## src/rtl/wsncc_pkg.sv

```systemverilog
// Shared constants and the pipeline word type for the window-sum NCC block.
package wsncc_pkg;

  localparam int FRAC_BITS = 15;
  localparam int Q_BITS    = 16;
  localparam int VAR_BITS  = 53;
  localparam int PROD_BITS = 2 * VAR_BITS;
  localparam int SW        = 142;
  localparam int R_SHIFT   = 2 * FRAC_BITS + 2;

  typedef struct packed {
    logic                  degen;
    logic                  neg;
    logic signed [SW-1:0]  p;
    logic signed [SW-1:0]  r;
    logic signed [SW-1:0]  a;
    logic signed [SW-1:0]  b;
    logic [Q_BITS-1:0]     q;
  } iter_t;

endpackage

```

## src/rtl/wsncc_step.sv

```systemverilog
// One registered bit step of the rounded quotient search.
module wsncc_step
  import wsncc_pkg::*;
#(
  parameter int BIT = 15
) (
  input  logic  clk,
  input  logic  rst,
  input  logic  en,
  input  logic  in_valid,
  input  iter_t in_word,
  output logic  out_valid,
  output iter_t out_word
);

  logic signed [SW-1:0] trial;
  logic                 take;
  iter_t                word_next;

  always_comb begin
    trial = in_word.a + (in_word.b <<< (BIT + 2)) + (in_word.p <<< (2 * BIT + 2));
    take  = (trial <= in_word.r);
    word_next = in_word;
    if (take) begin
      word_next.a      = trial;
      word_next.b      = in_word.b + (in_word.p <<< (BIT + 1));
      word_next.q[BIT] = 1'b1;
    end
  end

  always_ff @(posedge clk) begin
    if (rst) begin
      out_valid <= 1'b0;
    end else if (en) begin
      out_valid <= in_valid;
    end
  end

  always_ff @(posedge clk) begin
    if (en) begin
      out_word <= word_next;
    end
  end

endmodule

```

## config.mk

```make
export PLATFORM = sky130hd
export DESIGN_NAME = wsncc_step
export DESIGN_NICKNAME = d
export VERILOG_FILES = /design/src/rtl/wsncc_pkg.sv /design/src/rtl/wsncc_step.sv
export SDC_FILE = /design/constraint.sdc
export NUM_CORES = 2
export LEC_CHECK = 0
export ABC_AREA = 1
export BUFFER_PORTS_ARGS = -buffer_cell sky130_fd_sc_hd__buf_4
export CELL_PAD_IN_SITES_DETAIL_PLACEMENT = 1
export CELL_PAD_IN_SITES_GLOBAL_PLACEMENT = 2
export CORE_AREA = 2 2 463 465
export CTS_BUF_LIST = sky130_fd_sc_hd__clkbuf_4 sky130_fd_sc_hd__clkbuf_8 sky130_fd_sc_hd__clkbuf_16
export DETAILED_ROUTE_END_ITERATION = 8
export DIE_AREA = 0 0 465 467
export PLACE_DENSITY_LB_ADDON = 0.1
export REMOVE_ABC_BUFFERS = 1
export SETUP_SLACK_MARGIN = 0.5
export SYNTH_ARGS = -nofsm -noshare
export SYNTH_HDL_FRONTEND = slang
export SYNTH_SLANG_ARGS = --single-unit
```

## constraint.sdc

```tcl
create_clock -name clk -period 6 [get_ports clk]
set_input_delay 0.9 -clock clk [delete_from_list [all_inputs] [get_ports clk]]
set_output_delay 0.9 -clock clk [all_outputs]
set_load 0.01 [all_outputs]
```

==> results.sh <==
export IMPL_start_util_pct=24.4
export IMPL_ctsHtreeMaxLevel=3
export IMPL_finalMaxSlewViolations=0
export IMPL_drc=0
export IMPL_hold_viol=0
export IMPL_r2r_start="out_valid"
export IMPL_critical_path_required_ns=6.48
export IMPL_timing_fmax_ghz=0.183
export IMPL_internal_power_w=0.0153
export IMPL_synth_simple_area_share_pct=30.9
export IMPL_crit_path_start="in_word[132]"
export IMPL_place_area_um2=72500
export IMPL_grt_setup_unrepaired="yes"
export IMPL_antenna_found_initial=62
export IMPL_critPathLaunchType="input pin"
export IMPL_critical_path_class="in2reg"
export IMPL_wl_per_cell_um=30.4
export IMPL_avgSynthCellArea_um2=7.02
export IMPL_peakVddDrop_mv=0.240
export IMPL_grt_pass1_vias=63600
export IMPL_clk_latency_ns=0.73
export IMPL_seq_power_share_pct=23.1
export IMPL_fillers=25900
export IMPL_power_switching_w=0.0123
export IMPL_grt_pass1_wl_um=506000
export IMPL_syn_area_um2=51700
export IMPL_fin_area_um2=79700
export IMPL_synthCells=7360
export IMPL_end_kind="flop"
export IMPL_fin_skew_ns=0
export IMPL_clkSlewWorstSetupHoldPaths_ns=0.06
export IMPL_top_usage_layer="met2"
export IMPL_ant_nets=0
export IMPL_root_buffer="clkbuf_16"
export IMPL_clockPowerShare_pct=17.8
export IMPL_synthDistinctLibCells=30
export IMPL_postCtsHoldBufs=0
export IMPL_syn_to_final_growth_pct=54.2
export IMPL_synth_xor_area_share_pct=2.63
export IMPL_dieWidth_um=465
export IMPL_place_hpwl_um=337000
export IMPL_post_route_period_util_pct=91.0
export IMPL_row_count=169
export IMPL_first_pass_iters=8
export IMPL_cap_viol_max_count=0
export IMPL_yosys_top_cells_area="edfxtp_1 34%, nand2_1 19%, ha_1 9.8%"
export IMPL_period_needed_ns=5.46
export IMPL_drive_above_1_share_pct=32.5
export IMPL_grt_use_met3_pct=4.14
export IMPL_synth_largest_area_cell="edfxtp_1"
export IMPL_drt_vias_per_instance=4.88
export IMPL_postRouteWirelength_um=383000
export IMPL_met1_usage_pct=43.0
export IMPL_grt_max_degree=131
export IMPL_met2_usage_pct=57.3
export IMPL_setup_violations=0
export IMPL_worst_pin_slew_ns=0.963
export IMPL_status="completed"
export IMPL_synth_top_family_by_area="simple AND/OR/NAND/NOR gates"
export IMPL_vias=61300
export IMPL_slew_headroom_pct=35.8
export IMPL_power_density_nw_per_um2=346
export IMPL_gr_usage_all_layers_pct=33.8
export IMPL_worstHoldPathCells=2
export IMPL_power_w=0.0276
export IMPL_yosys_warnings=0
export IMPL_synthAdderAreaFrac_pct=14.1
export IMPL_io_buffers=1176
export IMPL_synth_compound_area_share_pct=8.03
export IMPL_synth_top_cell_area_share_pct=34.0
export IMPL_final_core_util_pct=37.7
export IMPL_gr_total_overflow=0
export IMPL_ys_seq_area_share_pct=34.1
export IMPL_ioPinCount=1177
export IMPL_hp_start="rst"
export IMPL_nets=10800
export IMPL_cts_tree="done"
export IMPL_gp_congestion=1.00
export IMPL_reg2reg_depth=2
export IMPL_hold_path_class="in2reg"
export IMPL_die_area_um2=217000
export IMPL_fp_dieH_um=467
export IMPL_synth_area_mux_share_pct=0.0194
export IMPL_drt_iter0_drc=4294
export IMPL_leakagePower_nw=39.2
export IMPL_synth_seq_cells=587
export IMPL_slowest_stage="fa_1"
export IMPL_pwr_share_comb_pct=59.1
export IMPL_clkSinkCount=587
export IMPL_cts_made_buffers=79
export IMPL_crit_fanout=7
export IMPL_cpPeakStageDelay_ns=0.49
export IMPL_switching_share_pct=44.6
export IMPL_clock_path_buffers=3
export IMPL_core_um2=212000
export IMPL_instances_no_fill=12600
export IMPL_dp_cells=12300
export IMPL_worstPathArrival_ns=5.94
## state kept, by name, summed over array words and instances (netlist names)
register and cells:
out_valid 1, out_word 586
## critical path: cells and delay by family
kind	cells	cell delay, ns
adder cells (fa/ha/maj)	3	1.20
AND/OR/NAND/NOR	15	1.76
AO/OA/AOI/OAI	4	0.78
buffers and inverters	9	1.26
## area by class of cell
type                    count  area, um2  area share [%]
inverters                1281       4810            6.03
flip-flops and latches    587      17600            22.1
multi-input cells        5382      32400            40.7
diodes                     27       67.6          0.0847
clock inverters            41        417           0.523
well taps                2821       3530            4.43
clock buffers             101       2180            2.73
repair buffers           2328      18700            23.4
## cell usage after synthesis (all sizes together)
master     n
nand2   2625
inv     1281
nor2     680
edfxtp   586
a21oi    464
ha       405
nand4    296
o21ai    242
nand3    216
xor2     150
fa       111
nor3      70
buf       64
clkbuf    46
o21bai    40
o21a      28
nand3b    20
a21o      10
nor4       9
xnor2      5
a21boi     4
and2       4
and3       2
dfxtp      1
mux2i      1
## layer usage
metal	up-vias	routed length (um)
met5	-	94
met4	14	19300
met3	505	19400
met2	1954	181000
met1	30600	163000
li1	28300	-
## worst paths after layout
| path | to | slack (ns) |
|---|---|---|
| max | out_word[288] | 0.54 |
| min | out_valid | 0.32 |
| max reg2reg | out_valid | 5.41 |
| min reg2reg | out_valid | 0.51 |
## layout by cell type (no fill, tap or decap), types with 22 or more instances in the layout
master     netlist  routed
o21a_1          28      28
ha_4             0     102
ha_1           405     301
nor3_1          70      53
inv_2            0      27
a21oi_1        464     372
a21oi_2          0      81
fa_2             0      31
nand3_2          0      22
inv_1         1281    1253
nand3_1        215     187
clkbuf_16        0      87
nand2_4          0      31
buf_12           0      57
nor2_1         680     517
nand4_1        296     296
nor2_4           0      54
o21bai_1        40      34
xor2_1         150     134
fa_1           111      80
nor2_2           0     109
edfxtp_1       586     586
nand2_1       2624    2435
o21ai_0        242     195
diode_2          0      27
o21ai_1          0      34
nand2_2          1     157
buf_6            0      26
buf_4           11    2225
## repair_timing
action                                  CTS  global route
buffers inserted                          9            30
endpoints found under the setup margin  252           252
cloned                                    6             6
pin swaps                                20           118
gates resized for setup                 307           632
## through the flow
step                hold slack, ns  setup slack (ns)  setup TNS [ns]
floorplan                    0.528             -7.16        -1801.02
global placement             0.483            -0.957         -216.21
detailed placement           0.493            -0.921         -210.68
CTS                          0.264             0.485               0
global route                 0.304             0.412               0
finish                       0.317             0.541               0
## power groups by stage
stage                     clock [W]  sequential, W  combinational, W
final                       0.00491        0.00636            0.0163
after global placement            0        0.00643            0.0140
after detailed placement          0        0.00641            0.0142
after CTS                   0.00502        0.00636            0.0150
after floorplan                   0        0.00658           0.00538
after global routing        0.00513        0.00641            0.0173
## cells by family after synthesis
kind of cell	Yosys count
simple gates	3922
buf+inv	1391
compound gates	788
flops	587
fa+ha+maj	516
xor+xnor	155
mux	1
Power figures use the tool's default switching activity.
